--- src/hdl/crm_pkg.sv ---
package crm_pkg;

  localparam int POS_FIELD_BITS = 32;
  localparam int COUNT_BITS     = 16;
  localparam int WEIGHT_BITS    = 32;
  localparam int TAG_BITS       = 16;
  localparam int VALUE_BITS     = 48;
  localparam int NUM_TRACKS     = 3;

  localparam logic OP_COVER = 1'b0;
  localparam logic OP_FLUSH = 1'b1;

  typedef enum logic [1:0] {
    TRK_ALL    = 2'd0,
    TRK_UNIQUE = 2'd1,
    TRK_SHARED = 2'd2
  } track_t;

  // back end walks the tracks in result order
  typedef enum logic [1:0] {
    STEP_UNIQUE,
    STEP_SHARED,
    STEP_ALL
  } step_t;

  typedef struct packed {
    logic                        opcode;
    logic [POS_FIELD_BITS-1:0]   position;
    logic [COUNT_BITS-1:0]       unique_count;
    logic [WEIGHT_BITS-1:0]      shared_weight;
    logic [TAG_BITS-1:0]         sequence_index;
  } item_t;

  typedef struct packed {
    track_t                      track;
    logic [TAG_BITS-1:0]         sequence_tag;
    logic [POS_FIELD_BITS-1:0]   run_start;
    logic [POS_FIELD_BITS-1:0]   run_end;
    logic signed [VALUE_BITS-1:0] run_value;
    logic                        last_of_run;
  } result_t;

  // classified request between front and back
  typedef struct packed {
    logic                         flush;
    logic                         use_unique;
    logic                         use_shared;
    logic [POS_FIELD_BITS-1:0]    loc;
    logic [TAG_BITS-1:0]          tag;
    logic signed [VALUE_BITS-1:0] up_val;
    logic signed [VALUE_BITS-1:0] down_val;
    logic signed [VALUE_BITS-1:0] all_val;
  } cmd_t;

endpackage

--- src/hdl/crm_fifo.sv ---
module crm_fifo #(
  parameter int WIDTH = 8
) (
  input  logic             clk,
  input  logic             rst,
  input  logic             push,
  input  logic [WIDTH-1:0] din,
  output logic             full,
  input  logic             pop,
  output logic [WIDTH-1:0] dout,
  output logic             empty
);
  import crm_pkg::*;

  logic [WIDTH-1:0] head;
  logic [WIDTH-1:0] spare;
  logic [1:0]       count;
  logic             do_push;
  logic             do_pop;

  assign full    = (count == 2'd2);
  assign empty   = (count == 2'd0);
  assign dout    = head;
  assign do_push = push && !full;
  assign do_pop  = pop && !empty;

  always_ff @(posedge clk) begin
    if (rst) begin
      count <= 2'd0;
    end else begin
      if (do_push && !do_pop) begin
        count <= count + 2'd1;
      end else if (do_pop && !do_push) begin
        count <= count - 2'd1;
      end
    end
  end

  // two entries: head is the oldest, spare the one behind it
  always_ff @(posedge clk) begin
    if (do_pop) begin
      if (do_push && (count == 2'd1)) begin
        head <= din;
      end else begin
        head <= spare;
      end
      if (do_push && (count == 2'd2)) begin
        spare <= din;
      end
    end else if (do_push) begin
      if (count == 2'd0) begin
        head <= din;
      end else begin
        spare <= din;
      end
    end
  end

endmodule

--- src/hdl/crm_front.sv ---
module crm_front #(
  parameter int PW            = 32,
  parameter int FRACTION_BITS = 16
) (
  input  crm_pkg::item_t item,
  output crm_pkg::cmd_t  cmd
);
  import crm_pkg::*;

  localparam logic [POS_FIELD_BITS-1:0] PosMask = POS_FIELD_BITS'((64'd1 << PW) - 64'd1);

  logic [VALUE_BITS-1:0] up;
  logic [VALUE_BITS-1:0] weight;

  assign up     = VALUE_BITS'(item.unique_count) << FRACTION_BITS;
  assign weight = VALUE_BITS'(item.shared_weight);

  always_comb begin
    cmd.flush      = (item.opcode == OP_FLUSH);
    cmd.use_unique = (item.unique_count != '0);
    cmd.use_shared = (item.shared_weight != '0);
    cmd.loc        = item.position & PosMask;
    cmd.tag        = item.sequence_index;
    cmd.up_val     = up;
    cmd.down_val   = '0 - weight;
    cmd.all_val    = up + weight;
  end

endmodule

--- src/hdl/crm_back.sv ---
module crm_back #(
  parameter int PW = 32
) (
  input  logic             clk,
  input  logic             rst,
  input  logic             cmd_empty,
  input  crm_pkg::cmd_t    cmd,
  output logic             cmd_pop,
  input  logic             res_full,
  output logic             res_push,
  output crm_pkg::result_t res
);
  import crm_pkg::*;

  step_t  step;
  step_t  step_next;
  track_t cur_trk;
  logic   later_emit;
  logic   last_step;

  logic [PW-1:0]                open_start [NUM_TRACKS];
  logic [PW-1:0]                open_end   [NUM_TRACKS];
  logic signed [VALUE_BITS-1:0] open_value [NUM_TRACKS];

  logic [PW-1:0]                start_next [NUM_TRACKS];
  logic [PW-1:0]                end_next   [NUM_TRACKS];
  logic signed [VALUE_BITS-1:0] value_next [NUM_TRACKS];
  logic signed [VALUE_BITS-1:0] vals       [NUM_TRACKS];

  logic [NUM_TRACKS-1:0] present;
  logic [NUM_TRACKS-1:0] is_open;
  logic [NUM_TRACKS-1:0] same;
  logic [NUM_TRACKS-1:0] adjacent;
  logic [NUM_TRACKS-1:0] emit;
  logic [PW-1:0]         loc;
  logic [1:0]            cur_idx;
  logic                  emit_cur;
  logic                  advance;

  assign loc = cmd.loc[PW-1:0];

  // per-track decision, all three evaluated side by side
  always_comb begin
    vals[TRK_ALL]       = cmd.all_val;
    vals[TRK_UNIQUE]    = cmd.up_val;
    vals[TRK_SHARED]    = cmd.down_val;
    present[TRK_ALL]    = 1'b1;
    present[TRK_UNIQUE] = cmd.use_unique;
    present[TRK_SHARED] = cmd.use_shared;
    for (int t = 0; t < NUM_TRACKS; t++) begin
      is_open[t]  = (open_start[t] != '0);
      same[t]     = (vals[t] == open_value[t]);
      // no wrap: the top position is never adjacent to zero
      adjacent[t] = (({1'b0, open_end[t]} + (PW+1)'(1)) == {1'b0, loc});
      if (cmd.flush) begin
        emit[t]       = is_open[t];
        start_next[t] = '0;
        end_next[t]   = '0;
        value_next[t] = '0;
      end else if (!present[t]) begin
        emit[t]       = 1'b0;
        start_next[t] = open_start[t];
        end_next[t]   = open_end[t];
        value_next[t] = open_value[t];
      end else if (same[t] && is_open[t] && adjacent[t]) begin
        emit[t]       = 1'b0;
        start_next[t] = open_start[t];
        end_next[t]   = loc;
        value_next[t] = open_value[t];
      end else begin
        emit[t]       = is_open[t];
        start_next[t] = loc;
        end_next[t]   = loc;
        value_next[t] = vals[t];
      end
    end
  end

  // step sequencer: next state
  always_comb begin
    step_next = step;
    if (advance) begin
      case (step)
        STEP_UNIQUE: step_next = STEP_SHARED;
        STEP_SHARED: step_next = STEP_ALL;
        STEP_ALL:    step_next = STEP_UNIQUE;
        default:     step_next = STEP_UNIQUE;
      endcase
    end
  end

  // step sequencer: outputs
  always_comb begin
    case (step)
      STEP_UNIQUE: begin
        cur_trk    = TRK_UNIQUE;
        later_emit = emit[TRK_SHARED] || emit[TRK_ALL];
        last_step  = 1'b0;
      end
      STEP_SHARED: begin
        cur_trk    = TRK_SHARED;
        later_emit = emit[TRK_ALL];
        last_step  = 1'b0;
      end
      STEP_ALL: begin
        cur_trk    = TRK_ALL;
        later_emit = 1'b0;
        last_step  = 1'b1;
      end
      default: begin
        cur_trk    = TRK_UNIQUE;
        later_emit = 1'b0;
        last_step  = 1'b0;
      end
    endcase
  end

  assign cur_idx  = cur_trk;
  assign emit_cur = emit[cur_idx];
  assign advance  = !cmd_empty && !(emit_cur && res_full);
  assign cmd_pop  = advance && last_step;
  assign res_push = advance && emit_cur;

  always_comb begin
    res.track        = cur_trk;
    res.sequence_tag = cmd.tag;
    res.run_start    = POS_FIELD_BITS'(open_start[cur_idx]);
    res.run_end      = POS_FIELD_BITS'(open_end[cur_idx]);
    res.run_value    = open_value[cur_idx];
    res.last_of_run  = !later_emit;
  end

  always_ff @(posedge clk) begin
    if (rst) begin
      step <= STEP_UNIQUE;
    end else begin
      step <= step_next;
    end
  end

  always_ff @(posedge clk) begin
    if (rst) begin
      for (int t = 0; t < NUM_TRACKS; t++) begin
        open_start[t] <= '0;
        open_end[t]   <= '0;
        open_value[t] <= '0;
      end
    end else if (advance) begin
      open_start[cur_idx] <= start_next[cur_idx];
      open_end[cur_idx]   <= end_next[cur_idx];
      open_value[cur_idx] <= value_next[cur_idx];
    end
  end

endmodule

--- src/hdl/coverage_run_merger.sv ---
// with both queues idle and results taken at once, a request shows its unique interval
//   first, its non-unique interval next and its all interval last
// the back-end sequencer steps the three tracks in turn against the single result port, so
//   a request leaves the request queue only once all three of its tracks are done
// a 2-entry request queue and a 2-entry result queue decouple both sides
// reset: synchronous, active high; empties both queues and closes every open interval
module coverage_run_merger #(
  parameter int POSITION_BITS = 32,
  parameter int FRACTION_BITS = 16
) (
  input  logic             clk,
  input  logic             rst,
  input  logic             push,
  output logic             full,
  input  crm_pkg::item_t   item,
  output logic             empty,
  input  logic             pop,
  output crm_pkg::result_t result
);
  import crm_pkg::*;

  // positions never exceed the 32-bit field, so state is at most that wide
  localparam int PW        = (POSITION_BITS < POS_FIELD_BITS) ? POSITION_BITS : POS_FIELD_BITS;
  localparam int CmdBits   = $bits(cmd_t);
  localparam int ResBits   = $bits(result_t);

  cmd_t               front_cmd;
  cmd_t               back_cmd;
  logic [CmdBits-1:0] cmd_vec;
  logic               cmd_empty;
  logic               cmd_pop;

  result_t            back_res;
  logic [ResBits-1:0] res_vec;
  logic               res_push;
  logic               res_full;

  // front: masks the position and builds the three track values
  crm_front #(
    .PW            (PW),
    .FRACTION_BITS (FRACTION_BITS)
  ) u_front (
    .item (item),
    .cmd  (front_cmd)
  );

  // request queue: front keeps accepting while the back end works
  crm_fifo #(
    .WIDTH (CmdBits)
  ) u_cmd_fifo (
    .clk   (clk),
    .rst   (rst),
    .push  (push),
    .din   (front_cmd),
    .full  (full),
    .pop   (cmd_pop),
    .dout  (cmd_vec),
    .empty (cmd_empty)
  );

  assign back_cmd = cmd_t'(cmd_vec);

  // back: per-track run state, one track per cycle in result order unless stalled
  crm_back #(
    .PW (PW)
  ) u_back (
    .clk       (clk),
    .rst       (rst),
    .cmd_empty (cmd_empty),
    .cmd       (back_cmd),
    .cmd_pop   (cmd_pop),
    .res_full  (res_full),
    .res_push  (res_push),
    .res       (back_res)
  );

  // result queue: a waiting interval stalls the back end only once this queue is full
  crm_fifo #(
    .WIDTH (ResBits)
  ) u_res_fifo (
    .clk   (clk),
    .rst   (rst),
    .push  (res_push),
    .din   (back_res),
    .full  (res_full),
    .pop   (pop),
    .dout  (res_vec),
    .empty (empty)
  );

  assign result = result_t'(res_vec);

endmodule

--- config.mk ---
export PLATFORM = sky130hd
export DESIGN_NAME = coverage_run_merger
export DESIGN_NICKNAME = d
export VERILOG_FILES = /design/src/hdl/crm_pkg.sv /design/src/hdl/crm_fifo.sv /design/src/hdl/crm_front.sv /design/src/hdl/crm_back.sv /design/src/hdl/coverage_run_merger.sv
export SDC_FILE = /design/constraint.sdc
export NUM_CORES = 2
export LEC_CHECK = 0
export BUFFER_PORTS_ARGS = -buffer_cell sky130_fd_sc_hd__clkbuf_2
export CORE_MARGIN = 8
export CORE_UTILIZATION = 50
export CTS_CLUSTER_DIAMETER = 100
export DETAILED_ROUTE_END_ITERATION = 10
export PLACE_DENSITY = 0.72
export SLEW_MARGIN = 20
export SYNTH_ARGS = -nofsm -noshare
export SYNTH_HDL_FRONTEND = slang
export SYNTH_SLANG_ARGS = --single-unit
--- constraint.sdc ---
create_clock -name clk -period 13.35 [get_ports clk]
set_input_delay 1.335 -clock clk [delete_from_list [all_inputs] [get_ports clk]]
set_output_delay 1.335 -clock clk [all_outputs]
set_load 0.1 [all_outputs]
==> results.sh <==
export IMPL_outcome="complete, no violations"
export IMPL_syn_area_um2=48100
export IMPL_synthAdderAreaFrac=0.00979
export IMPL_synth_top_family_by_area="multiplexers"
export IMPL_path_cells="ha_1 -> xnor2_1 -> nand4_1 -> or4_1 -> a2111oi_0 -> nand4b_1 -> nor4_4 -> buf_4 -> o31a_1 -> o211a_1 -> o21ai_1 -> buf_4 -> ha_1 -> nor3b_4 -> buf_4 -> buf_4"
export IMPL_synth_xor_area_share=0.0444
export IMPL_io_pins=234
export IMPL_max_freq_ghz=0.136
export IMPL_antenna_found_initial=2
export IMPL_fin_skew_ns=0.0250
export IMPL_cpMostUsedCell="buf_4"
export IMPL_p_leak_nw=18.8
export IMPL_synth_cell_type_count=90
export IMPL_row_count=113
export IMPL_yosys_area_share_simple=0.0936
export IMPL_design_core_area_um2=95200
export IMPL_rsz0062_at_grt="no"
export IMPL_worstPathRequired_ns=13.64
export IMPL_cts_resized=0
export IMPL_drt_iter0_markers=3975
export IMPL_synth_ff_type="edfxtp_1"
export IMPL_slowest_delay_ns=0.84
export IMPL_maxSlewViolCount=0
export IMPL_synth_edf_count=972
export IMPL_yosysSeqAreaShare=0.610
export IMPL_synth_compound_area_frac=0.0523
export IMPL_avgViaCountPerCell=6.25
export IMPL_die_w_um=326
export IMPL_synth_mux_area_frac=0.159
export IMPL_cp_slowest_cell="buf_4"
export IMPL_most_common_layout_cells="edfxtp_1, nor2_1, mux2_2, clkbuf_2, xnor2_1"
export IMPL_cts_tree="yes"
export IMPL_post_place_ws_ns=6.12
export IMPL_fin_crit_sh=0.549
export IMPL_critical_path_class="reg -> reg"
export IMPL_insertion_delay_ns=0.69
export IMPL_grt_pass1_wl_mm=199
export IMPL_area_delta_synth_final_pct=11.7
export IMPL_cts_hold_buf=0
export IMPL_hp_class="reg -> reg"
export IMPL_wirelength_mm=135
export IMPL_globalplace_congestion=0.960
export IMPL_die_y_um=326
export IMPL_detail_route_antenna_nets=0
export IMPL_async_flop_share=0
export IMPL_drive_gt1_frac=0.237
export IMPL_slew_headroom=0.205
export IMPL_hold_viol=0
export IMPL_final_area_um2=53700
export IMPL_crit_path_end_kind="register"
export IMPL_postCtsSetupBuffers=0
export IMPL_grt_ovfl_total=0
export IMPL_portBuffers=233
export IMPL_total_power_mw=13.0
export IMPL_die_area_um2=106000
export IMPL_start_util=0.505
export IMPL_r2r_slack_ns=6.02
export IMPL_hold_slack_ns=0.437
export IMPL_postPlaceCellArea_um2=50300
export IMPL_grt_max_degree=132
export IMPL_clock_sinks=978
export IMPL_ys_ff_latch=978
export IMPL_htree_levels=3
export IMPL_min_period_ns=7.33
export IMPL_numCtsBuffers=103
export IMPL_final_common_cell="edfxtp_1"
export IMPL_fin_tns_setup_ns=0
export IMPL_syn_inst=3369
export IMPL_diodes=0
export IMPL_avgSynthCellArea_um2=14.3
export IMPL_finalSetupViolations=0
export IMPL_num_vias=30600
export IMPL_path_max_fanout=67
export IMPL_drc=0
export IMPL_clk_pin_slew_ns=0.06
export IMPL_ir_worst_vdd_mv=0.197
export IMPL_cts_root_buf="clkbuf_16"
export IMPL_grt_pass1_vias=29900
export IMPL_wl_per_cell_um=27.5
export IMPL_tightest_slew_ns=1.19
export IMPL_first_pass_iters=6
export IMPL_groute_usage_overall=0.244
export IMPL_maxCapViolCount=0
export IMPL_cts_max_path_buffers=3
export IMPL_final_cells=4890
export IMPL_arrival_ns=7.63
export IMPL_finalNetCount=3681
export IMPL_place_inst=4703
export IMPL_synth_nets=3507
export IMPL_final_util=0.564
export IMPL_yosys_warnings=0
export IMPL_layout_setup_ws_ns=6.02
export IMPL_p_per_area_nw_per_um2=243
export IMPL_hpwl_mm=88.7
export IMPL_critPathLaunchType="register"
final cells by class:
type,instances,area [um2]
Fill cell,7497,41500
Sequential cell,978,29300
Multi-Input combinational cell,2069,17500
Clock buffer,122,2710
Tap cell,1265,1580
Timing Repair Buffer,283,1550
Clock inverter,65,611
Inverter,108,405
critical path, delay by kind of cell (launching register included):
kind                       cells  cell delay [ns]
AOI/OAI and AO/OA              4             1.37
adders and majority gates      2             0.58
xor gates and xnor gates       1             0.36
buffers and inverters          4             2.30
DFF                            1             0.44
and+or+nand+nor                5             1.72
synth_stat cells, types with 45 or more instances:
cell type | instances | area [um2]
mux2i_1 | 114 | 1140
nor2b_1 | 104 | 651
mux4_2 | 111 | 2500
nor2_1 | 292 | 1100
nand3_1 | 62 | 310
nor4_1 | 81 | 507
inv_1 | 105 | 394
xnor2_1 | 159 | 1390
nand4_1 | 59 | 369
a21oi_1 | 45 | 225
edfxtp_1 | 972 | 29200
nand2_1 | 120 | 450
xor2_1 | 82 | 718
mux2_1 | 90 | 1010
nor3_1 | 55 | 275
o22ai_1 | 49 | 307
mux2_2 | 237 | 2670
clkbuf_1 | 120 | 450
per-layer routing:
layer,wire length [um],track usage,vias to the layer above
li1,-,-,13300
met1,54500,0.341,15300
met2,61800,0.380,1646
met3,12900,0.0487,269
met4,5230,0.0921,0
met5,0,0,-
state kept, by name (all words and copies together) (netlist names), 128 cells and up:
| name | count |
|---|---|
| u_back.open_end | 128 |
| u_back.open_start | 128 |
| u_back.open_value | 192 |
| u_res_fifo.spare | 131 |
| u_res_fifo.dout | 131 |
| u_cmd_fifo.spare | 131 |
| u_cmd_fifo.dout | 131 |
kinds of logic after synthesis:
kind of cell / after synthesis
AOI/OAI and AO/OA: 339
xor gates and xnor gates: 242
adders and majority gates: 37
buffers and inverters: 322
DFF: 978
muxes: 573
and+or+nand+nor: 878
power by group:
| part | switching, mW | internal [mW] | total (mW) |
|---|---|---|---|
| Sequential | 0.505 | 4.56 | 5.06 |
| Clock | 1.21 | 1.64 | 2.86 |
| Combinational | 3.71 | 1.39 | 5.10 |
final timing paths:
check / from / to / depth (start not counted)
max reg2reg: u_back.open_end[0][0]$_SDFFCE_PN0P_ / u_cmd_fifo.spare[161]$_DFFE_PP_ / 16
max: u_back.open_end[0][0]$_SDFFCE_PN0P_ / u_cmd_fifo.spare[161]$_DFFE_PP_ / 16
min: u_cmd_fifo.dout[158]$_DFFE_PP_ / u_res_fifo.spare[127]$_DFFE_PP_ / 0
min reg2reg: u_cmd_fifo.dout[158]$_DFFE_PP_ / u_res_fifo.spare[127]$_DFFE_PP_ / 0
Note: power is estimated with default switching activity, not from simulation.
